--- src/rtl/earliest_key_quantity_drain_assert.svh ---
// ----------------------------------------------------------------------------
// earliest_key_quantity_drain assertion macros
// shared concurrent assertion forms, reset low disables checking
// ----------------------------------------------------------------------------
`ifndef EARLIEST_KEY_QUANTITY_DRAIN_ASSERT_SVH
`define EARLIEST_KEY_QUANTITY_DRAIN_ASSERT_SVH

// same-cycle implication
`define EKQ_ASSERT_IMP(label, clk, rstn, ante, cons) \
    label: assert property (@(posedge clk) disable iff (!(rstn)) (ante) |-> (cons)) \
        else $error("ekq assertion failed");

// next-cycle implication
`define EKQ_ASSERT_NEXT(label, clk, rstn, ante, cons) \
    label: assert property (@(posedge clk) disable iff (!(rstn)) (ante) |=> (cons)) \
        else $error("ekq assertion failed");

// condition must never hold
`define EKQ_ASSERT_NEVER(label, clk, rstn, cond) \
    label: assert property (@(posedge clk) disable iff (!(rstn)) !(cond)) \
        else $error("ekq assertion failed");

`endif

--- src/rtl/ekq_pkg.sv ---
// ----------------------------------------------------------------------------
// ekq_pkg
// constants, codes and types shared by the lot chain and its control
// ----------------------------------------------------------------------------
`default_nettype none

package ekq_pkg;

    localparam int LOT_DEPTH = 16;
    localparam int KEY_BITS  = 31;
    localparam int QTY_BITS  = 16;
    localparam int CNT_BITS  = $clog2(LOT_DEPTH + 1);

    localparam int STATUS_BITS = 2;
    localparam int S_DATA_BITS = ((KEY_BITS + QTY_BITS + 7) / 8) * 8;
    localparam int M_FIELD_BITS = STATUS_BITS + QTY_BITS + CNT_BITS;
    localparam int M_DATA_BITS = ((M_FIELD_BITS + 7) / 8) * 8;

    localparam logic KIND_INSERT   = 1'b0;
    localparam logic KIND_DISPATCH = 1'b1;

    localparam logic [STATUS_BITS-1:0] STATUS_DONE  = 2'd0;
    localparam logic [STATUS_BITS-1:0] STATUS_SHORT = 2'd1;
    localparam logic [STATUS_BITS-1:0] STATUS_FULL  = 2'd2;

    typedef enum logic [1:0] {
        CELL_HOLD,
        CELL_INSERT,
        CELL_POP,
        CELL_SUB
    } cell_op_t;

    // broadcast to every cell of the chain
    typedef struct packed {
        cell_op_t                op;
        logic [KEY_BITS-1:0]     key;
        logic [QTY_BITS-1:0]     qty;
    } cell_cmd_t;

endpackage

`default_nettype wire

--- src/rtl/ekq_cell.sv ---
// ----------------------------------------------------------------------------
// ekq_cell
// one lot slot: key and quantity, shifts with its neighbors on insert and pop
// ----------------------------------------------------------------------------
`default_nettype none

module ekq_cell
    import ekq_pkg::*;
(
    input  wire logic                aclk,
    input  wire cell_cmd_t           cmd,
    input  wire logic                head,      // first cell of the row
    input  wire logic                occupied,  // slot holds a lot
    input  wire logic                at_tail,   // first free slot
    input  wire logic                left_gt,
    input  wire logic [KEY_BITS-1:0] left_key,
    input  wire logic [QTY_BITS-1:0] left_qty,
    input  wire logic [KEY_BITS-1:0] right_key,
    input  wire logic [QTY_BITS-1:0] right_qty,
    output logic                     gt,
    output logic [KEY_BITS-1:0]      key,
    output logic [QTY_BITS-1:0]      qty
);

    logic [KEY_BITS-1:0] key_reg, key_next;
    logic [QTY_BITS-1:0] qty_reg, qty_next;

    // strictly greater keeps equal keys first in first out
    assign gt  = occupied && (key_reg > cmd.key);
    assign key = key_reg;
    assign qty = qty_reg;

    always_comb begin
        key_next = key_reg;
        qty_next = qty_reg;
        unique case (cmd.op)
            CELL_INSERT: begin
                if (left_gt) begin
                    key_next = left_key;
                    qty_next = left_qty;
                end else if (gt || at_tail) begin
                    key_next = cmd.key;
                    qty_next = cmd.qty;
                end
            end
            CELL_POP: begin
                key_next = right_key;
                qty_next = right_qty;
            end
            CELL_SUB: begin
                if (head) begin
                    qty_next = qty_reg - cmd.qty;
                end
            end
            CELL_HOLD: begin
            end
            default: begin
            end
        endcase
    end

    always_ff @(posedge aclk) begin
        key_reg <= key_next;
        qty_reg <= qty_next;
    end

endmodule

`default_nettype wire

--- src/rtl/ekq_chain.sv ---
// ----------------------------------------------------------------------------
// ekq_chain
// row of lot cells kept in key order, smallest key at the head
// ----------------------------------------------------------------------------
`default_nettype none

module ekq_chain
    import ekq_pkg::*;
(
    input  wire logic                aclk,
    input  wire cell_cmd_t           cmd,
    input  wire logic [CNT_BITS-1:0] lot_count,
    output logic [QTY_BITS-1:0]      head_qty
);

    logic [LOT_DEPTH-1:0] gt_vec;
    logic [KEY_BITS-1:0]  key_vec [LOT_DEPTH];
    logic [QTY_BITS-1:0]  qty_vec [LOT_DEPTH];

    assign head_qty = qty_vec[0];

    for (genvar i = 0; i < LOT_DEPTH; i++) begin : g_cell
        localparam int LEFT  = (i == 0) ? 0 : i - 1;
        localparam int RIGHT = (i == LOT_DEPTH - 1) ? i : i + 1;

        logic cell_left_gt;
        assign cell_left_gt = (i == 0) ? 1'b0 : gt_vec[LEFT];

        ekq_cell u_cell (
            .aclk      (aclk),
            .cmd       (cmd),
            .head      (i == 0),
            .occupied  (CNT_BITS'(i) < lot_count),
            .at_tail   (CNT_BITS'(i) == lot_count),
            .left_gt   (cell_left_gt),
            .left_key  (key_vec[LEFT]),
            .left_qty  (qty_vec[LEFT]),
            .right_key (key_vec[RIGHT]),
            .right_qty (qty_vec[RIGHT]),
            .gt        (gt_vec[i]),
            .key       (key_vec[i]),
            .qty       (qty_vec[i])
        );
    end

endmodule

`default_nettype wire

--- src/rtl/earliest_key_quantity_drain.sv ---
// an accepted item is captured, then worked in the work state; an insert finishes in its
//   first work step, a dispatch takes a further step per lot fully used up before the
//   request is met or the table empties, one lot per cycle while the output has room
// a new item is taken as soon as the previous result sits in the output register
// reset: aresetn low clears control, lot count and output valid; lot cells keep
//   their contents, which are never read until written
// ----------------------------------------------------------------------------
// earliest_key_quantity_drain
// sorted lot table in a cell chain, inserts by key, dispatches from the smallest key
// ----------------------------------------------------------------------------
`default_nettype none

`include "earliest_key_quantity_drain_assert.svh"

module earliest_key_quantity_drain
    import ekq_pkg::*;
(
    input  wire logic                   aclk,
    input  wire logic                   aresetn,
    // input channel
    input  wire logic                   s_tvalid,
    output logic                        s_tready,
    input  wire logic [S_DATA_BITS-1:0] s_tdata,   // lot_key, amount, zero pad
    input  wire logic                   s_tuser,   // kind
    // result channel
    output logic                        m_tvalid,
    input  wire logic                   m_tready,
    output logic [M_DATA_BITS-1:0]      m_tdata    // status, units_short, lots_held, zero pad
);

    localparam logic ST_IDLE = 1'b0;
    localparam logic ST_WORK = 1'b1;

    // control state
    logic                   state_reg, state_next;
    logic [CNT_BITS-1:0]    count_reg, count_next;
    logic                   m_valid_reg, m_valid_next;

    // captured item
    logic                   kind_reg;
    logic [KEY_BITS-1:0]    key_reg;
    logic [QTY_BITS-1:0]    want_reg, want_next;

    // result register
    logic [STATUS_BITS-1:0] status_reg, status_next;
    logic [QTY_BITS-1:0]    short_reg, short_next;
    logic [CNT_BITS-1:0]    held_reg, held_next;

    cell_cmd_t              cmd;
    logic [QTY_BITS-1:0]    head_qty;
    logic                   in_xfer;
    logic                   out_free;
    logic                   finish;

    assign s_tready = (state_reg == ST_IDLE);
    assign in_xfer  = s_tvalid && s_tready;
    // result register can take a new value this cycle
    assign out_free = !m_valid_reg || m_tready;

    assign m_tvalid = m_valid_reg;
    assign m_tdata  = {{(M_DATA_BITS - M_FIELD_BITS){1'b0}}, held_reg, short_reg, status_reg};

    ekq_chain u_chain (
        .aclk      (aclk),
        .cmd       (cmd),
        .lot_count (count_reg),
        .head_qty  (head_qty)
    );

    always_comb begin
        state_next  = state_reg;
        count_next  = count_reg;
        want_next   = want_reg;
        status_next = status_reg;
        short_next  = short_reg;
        held_next   = held_reg;
        finish      = 1'b0;
        cmd.op      = CELL_HOLD;
        cmd.key     = key_reg;
        cmd.qty     = want_reg;

        if (in_xfer) begin
            want_next = s_tdata[KEY_BITS +: QTY_BITS];
            state_next = ST_WORK;
        end

        // one step per cycle, only while the result register has room
        if (state_reg == ST_WORK && out_free) begin
            status_next = STATUS_DONE;
            short_next  = '0;
            if (kind_reg == KIND_INSERT) begin
                finish = 1'b1;
                if (count_reg == CNT_BITS'(LOT_DEPTH)) begin
                    status_next = STATUS_FULL;
                end else begin
                    cmd.op     = CELL_INSERT;
                    count_next = count_reg + 1'b1;
                end
            end else begin
                priority if (count_reg == '0) begin
                    // table empty: whatever is still wanted is reported short
                    finish      = 1'b1;
                    status_next = STATUS_SHORT;
                    short_next  = want_reg;
                end else if (head_qty > want_reg) begin
                    finish = 1'b1;
                    cmd.op = CELL_SUB;
                end else if (head_qty == want_reg) begin
                    finish     = 1'b1;
                    cmd.op     = CELL_POP;
                    count_next = count_reg - 1'b1;
                end else begin
                    // head lot used up, rest comes from the next lot
                    cmd.op     = CELL_POP;
                    count_next = count_reg - 1'b1;
                    want_next  = want_reg - head_qty;
                end
            end
            if (finish) begin
                held_next  = count_next;
                state_next = ST_IDLE;
            end
        end

        if (finish) begin
            m_valid_next = 1'b1;
        end else if (m_tready) begin
            m_valid_next = 1'b0;
        end else begin
            m_valid_next = m_valid_reg;
        end
    end

    always_ff @(posedge aclk) begin
        if (!aresetn) begin
            state_reg   <= ST_IDLE;
            count_reg   <= '0;
            m_valid_reg <= 1'b0;
        end else begin
            state_reg   <= state_next;
            count_reg   <= count_next;
            m_valid_reg <= m_valid_next;
        end
    end

    always_ff @(posedge aclk) begin
        if (in_xfer) begin
            kind_reg <= s_tuser;
            key_reg  <= s_tdata[KEY_BITS-1:0];
        end
        want_reg   <= want_next;
        status_reg <= status_next;
        short_reg  <= short_next;
        held_reg   <= held_next;
    end

    // table never holds more lots than it has cells
    `EKQ_ASSERT_NEVER(a_count_bound, aclk, aresetn, count_reg > CNT_BITS'(LOT_DEPTH))
    // an accepted item always puts the block in the work state in the next cycle
    `EKQ_ASSERT_NEXT(a_accept_work, aclk, aresetn, in_xfer, state_reg == ST_WORK)
    // a shortfall leaves the table empty
    `EKQ_ASSERT_IMP(a_short_empty, aclk, aresetn,
        m_valid_reg && status_reg == STATUS_SHORT, held_reg == '0)
    // units short only reported with a shortfall
    `EKQ_ASSERT_IMP(a_short_only, aclk, aresetn,
        m_valid_reg && status_reg != STATUS_SHORT, short_reg == '0)
    // a full-table drop never changes the lot count
    `EKQ_ASSERT_IMP(a_full_hold, aclk, aresetn,
        finish && status_next == STATUS_FULL, count_next == count_reg)

endmodule

`default_nettype wire

--- config.mk ---
export PLATFORM = sky130hd
export DESIGN_NAME = earliest_key_quantity_drain
export DESIGN_NICKNAME = d
export VERILOG_FILES = /design/src/rtl/ekq_pkg.sv /design/src/rtl/ekq_cell.sv /design/src/rtl/ekq_chain.sv /design/src/rtl/earliest_key_quantity_drain.sv
export VERILOG_INCLUDE_DIRS = /design/src /design/src/rtl
export SDC_FILE = /design/constraint.sdc
export NUM_CORES = 2
export LEC_CHECK = 0
export ABC_AREA = 1
export BUFFER_PORTS_ARGS = -buffer_cell sky130_fd_sc_hd__buf_2
export CORE_MARGIN = 2
export CORE_UTILIZATION = 61
export DETAILED_ROUTE_END_ITERATION = 8
export HOLD_SLACK_MARGIN = 0.15
export PLACE_DENSITY = 0.83
export SETUP_SLACK_MARGIN = 0.02
export SLEW_MARGIN = 20
export SYNTH_ARGS = -nofsm -noshare
export SYNTH_HDL_FRONTEND = slang
export SYNTH_SLANG_ARGS = --single-unit
--- constraint.sdc ---
create_clock -name aclk -period 8.6 [get_ports aclk]
set_input_delay 0.43 -clock aclk [delete_from_list [all_inputs] [get_ports aclk]]
set_output_delay 0.43 -clock aclk [all_outputs]
set_load 0.1 [all_outputs]
==> flow_metrics.env <==
export IMPL_status="finished clean"
export IMPL_relSlewSlack_pct=22.7
export IMPL_ctsRootBufferMaster="clkbuf_16"
export IMPL_num_antenna_cells=0
export IMPL_pwr_share_clk_pct=27.4
export IMPL_area_growth_pct=7.34
export IMPL_drt_iter0_drc=6409
export IMPL_path_buf_inv=5
export IMPL_io_buffers=76
export IMPL_yosys_warnings=0
export IMPL_grt_max_degree=238
export IMPL_ios=79
export IMPL_seq_area_frac_synth_pct=42.9
export IMPL_htreeDepth=3
export IMPL_firstDrtPassIters=8
export IMPL_critical_path_class="flop to flop"
export IMPL_die_area_um2=96900
export IMPL_fillers=7577
export IMPL_p_per_area_nw_per_um2=229
export IMPL_power_switching_mw=5.28
export IMPL_avgSynthCellArea_um2=8.08
export IMPL_clock_fmax_mhz=173
export IMPL_ant_nets=0
export IMPL_place_congestion=0.938
export IMPL_p_leak_nw=27.6
export IMPL_min_path_type="input pin to flop"
export IMPL_ctsResizeCount=0
export IMPL_grt_pass1_vias=47513
export IMPL_cpMaxStageDelayCell="inv_8"
export IMPL_synth_top_area_share_pct=42.1
export IMPL_period_minus_slack_ns=5.79
export IMPL_grt_setup_unrepaired="no"
export IMPL_crit_fanout=152
export IMPL_clkSlewWorstSetupHoldPaths_ns=0.07
export IMPL_clkSinkCount=830
export IMPL_min_period_over_period_pct=67.3
export IMPL_setup_tns_ns=0
export IMPL_drc=0
export IMPL_cp_arrival_ns=6.32
export IMPL_insertion_delay_ns=0.69
export IMPL_maxCapViolCount=0
export IMPL_cts_buffers=93
export IMPL_synth_cell_type_count=39
export IMPL_initial_core_util_pct=61.6
export IMPL_layout_commonest_cell="nand2_1"
export IMPL_num_nets_final=7573
export IMPL_largest_reg_flops=496
export IMPL_synth_area_leaders="edfxtp_1, nand2_1, ha_1"
export IMPL_irDropWorstVdd_mv=0.156
export IMPL_synth_top_area_cell="edfxtp_1"
export IMPL_crit_path_start_kind="flop"
export IMPL_grt_ovfl_total=0
export IMPL_cp_end_kind="flop"
export IMPL_synth_seq_cells=830
export IMPL_synth_fp_nets=7710
export IMPL_syn_area_um2=57600
export IMPL_cp_required_ns=9.13
export IMPL_fin_area_um2=61800
export IMPL_grt_util_all_layers_pct=32.2
export IMPL_swShare_pct=37.3
export IMPL_layout_common_cells="nand2_1, nand3_1, edfxtp_1"
export IMPL_setup_violations=0
export IMPL_cts_tree="done"
export IMPL_finalMaxSlewViolations=0
export IMPL_rows=112
export IMPL_grt_pass1_wl_um=255000
export IMPL_die_w_um=311
export IMPL_seqPwrFrac_pct=39.3
export IMPL_critPathTopFamily="buffers and inverters"
export IMPL_postRouteWirelength_um=161000
export IMPL_worstMarginPinSlew_ns=1.16
export IMPL_power_mw=14.1
export IMPL_place_area_um2=58500
export IMPL_postSynthCellCount=7123
export IMPL_slowest_delay_ns=0.86
export IMPL_coreArea_um2=93500
export IMPL_antenna_found_initial=3
export IMPL_drive_gt1_share_pct=4.87
export IMPL_final_hold_viol_count=0
export IMPL_die_h_um=311
export IMPL_vias_per_cell=6.04
export IMPL_skew_ns=0.0328
export IMPL_fin_hold_ws_ns=0.204
export IMPL_cts_setup_buffers=0
export IMPL_dp_hpwl_um=111000
export IMPL_path_cells="inv_1 > ha_1 > inv_1 > nor2_1 > a21oi_1 > nand2_1 > inv_1 > nand2_8 > inv_8 > buf_4 > nand2_1 > nand2_1"
export IMPL_num_vias=50171
export IMPL_internal_power_mw=8.86
export IMPL_clockBufferDepth=3
export IMPL_wl_per_cell_um=19.3
export IMPL_power_frac_comb_pct=33.3
==> routing by layer <==
metal / wire length, um / vias to the layer above / track usage, %
li1: - / 24024 / -
met1: 66500 / 23202 / 44.4
met2: 73400 / 2614 / 51.8
met3: 14800 / 327 / 4.45
met4: 5950 / 4 / 12.2
met5: 32 / - / 0
==> final cells by class <==
class,instances,area (um2),share of cell area [%]
multi-input combinational,5510,29800,48.2
tap,1254,1570,2.54
clock buffer,127,2570,4.16
timing repair buffer,215,1580,2.56
clock inverter,40,303,0.490
inverter,336,1270,2.05
sequential,830,24700,40.0
==> logic make-up (layout without fill, tap and decap cells) <==
logic type                 Yosys count  after routing  share of synthesized area [%]
and+or+nand+nor                   4366           4366                           34.1
DFF                                830            830                           42.9
buffers and inverters              783            718                           5.62
AOI/OAI and AO/OA                  588            588                           5.43
adders and majority gates          534            534                           11.6
xor gates and xnor gates            21             21                          0.319
other                                1              1                        0.00651
==> cell usage after synthesis <==
master / instances
nand2_1: 2641
nand3_1: 896
edfxtp_1: 807
ha_1: 532
nand3b_1: 499
a21oi_1: 346
inv_1: 314
clkbuf_1: 257
nor2_1: 223
buf_2: 166
o21ai_0: 165
nand4_1: 50
o21a_1: 41
nor3_1: 25
dfxtp_1: 23
buf_4: 19
clkinv_1: 18
xor2_1: 18
o211ai_1: 12
nor4_1: 11
a21o_1: 8
o21bai_1: 8
nand2_2: 6
inv_2: 4
o21ai_1: 4
a22oi_1: 3
and2_1: 3
and3_1: 3
buf_1: 3
nor3b_1: 3
xnor2_1: 3
fa_1: 2
nand2_4: 2
nor2_4: 2
or2_2: 2
a21boi_0: 1
buf_6: 1
buf_8: 1
conb_1: 1
==> power by group through the flow <==
stage	logic (mW)	registers (mW)	clock network, mW
floorplan	3.25	5.61	0
global placement	4.38	5.60	0
detailed placement	4.55	5.62	0
CTS	4.60	5.54	3.90
global route	5.22	5.59	4.05
finish	4.71	5.55	3.88
==> worst paths after layout <==
check | depth (start not counted) | to | start | slack (ns)
worst max-delay path | 12 | u_chain.g_cell[12].u_cell.qty[2] | count_reg[0] | 2.81
worst min-delay path | 5 | want_reg[5] | s_tdata[36] | 0.20
worst max register to register | 12 | u_chain.g_cell[12].u_cell.qty[2] | count_reg[0] | 2.81
worst min register to register | 2 | m_tvalid | m_tvalid | 0.52
==> worst reg2reg max path: stages, from the launching register on <==
cell and delay, ns:
dfxtp_1 0.61, inv_1 0.30, ha_1 0.33, inv_1 0.07, nor2_1 0.08, a21oi_1 0.54
nand2_1 0.86, inv_1 0.42, nand2_8 0.46, inv_8 0.97, buf_4 0.70, nand2_1 0.17
nand2_1 0.13
==> timing repair <==
item,CTS,global route
setup endpoints to repair,0,0
hold buffers,39,0
endpoints found under the hold margin,38,0
==> through the flow <==
step	utilization, %	setup WS (ns)	std cells
3_5_place_dp	62.6	3.07	8106
2_1_floorplan	-	4.43	7123
3_3_place_gp	62.6	3.23	8106
6_report	66.1	2.81	8312
4_1_cts	66.1	3.00	8312
5_1_grt	66.1	2.53	8312
Note: power is estimated with default switching activity, not from simulation.
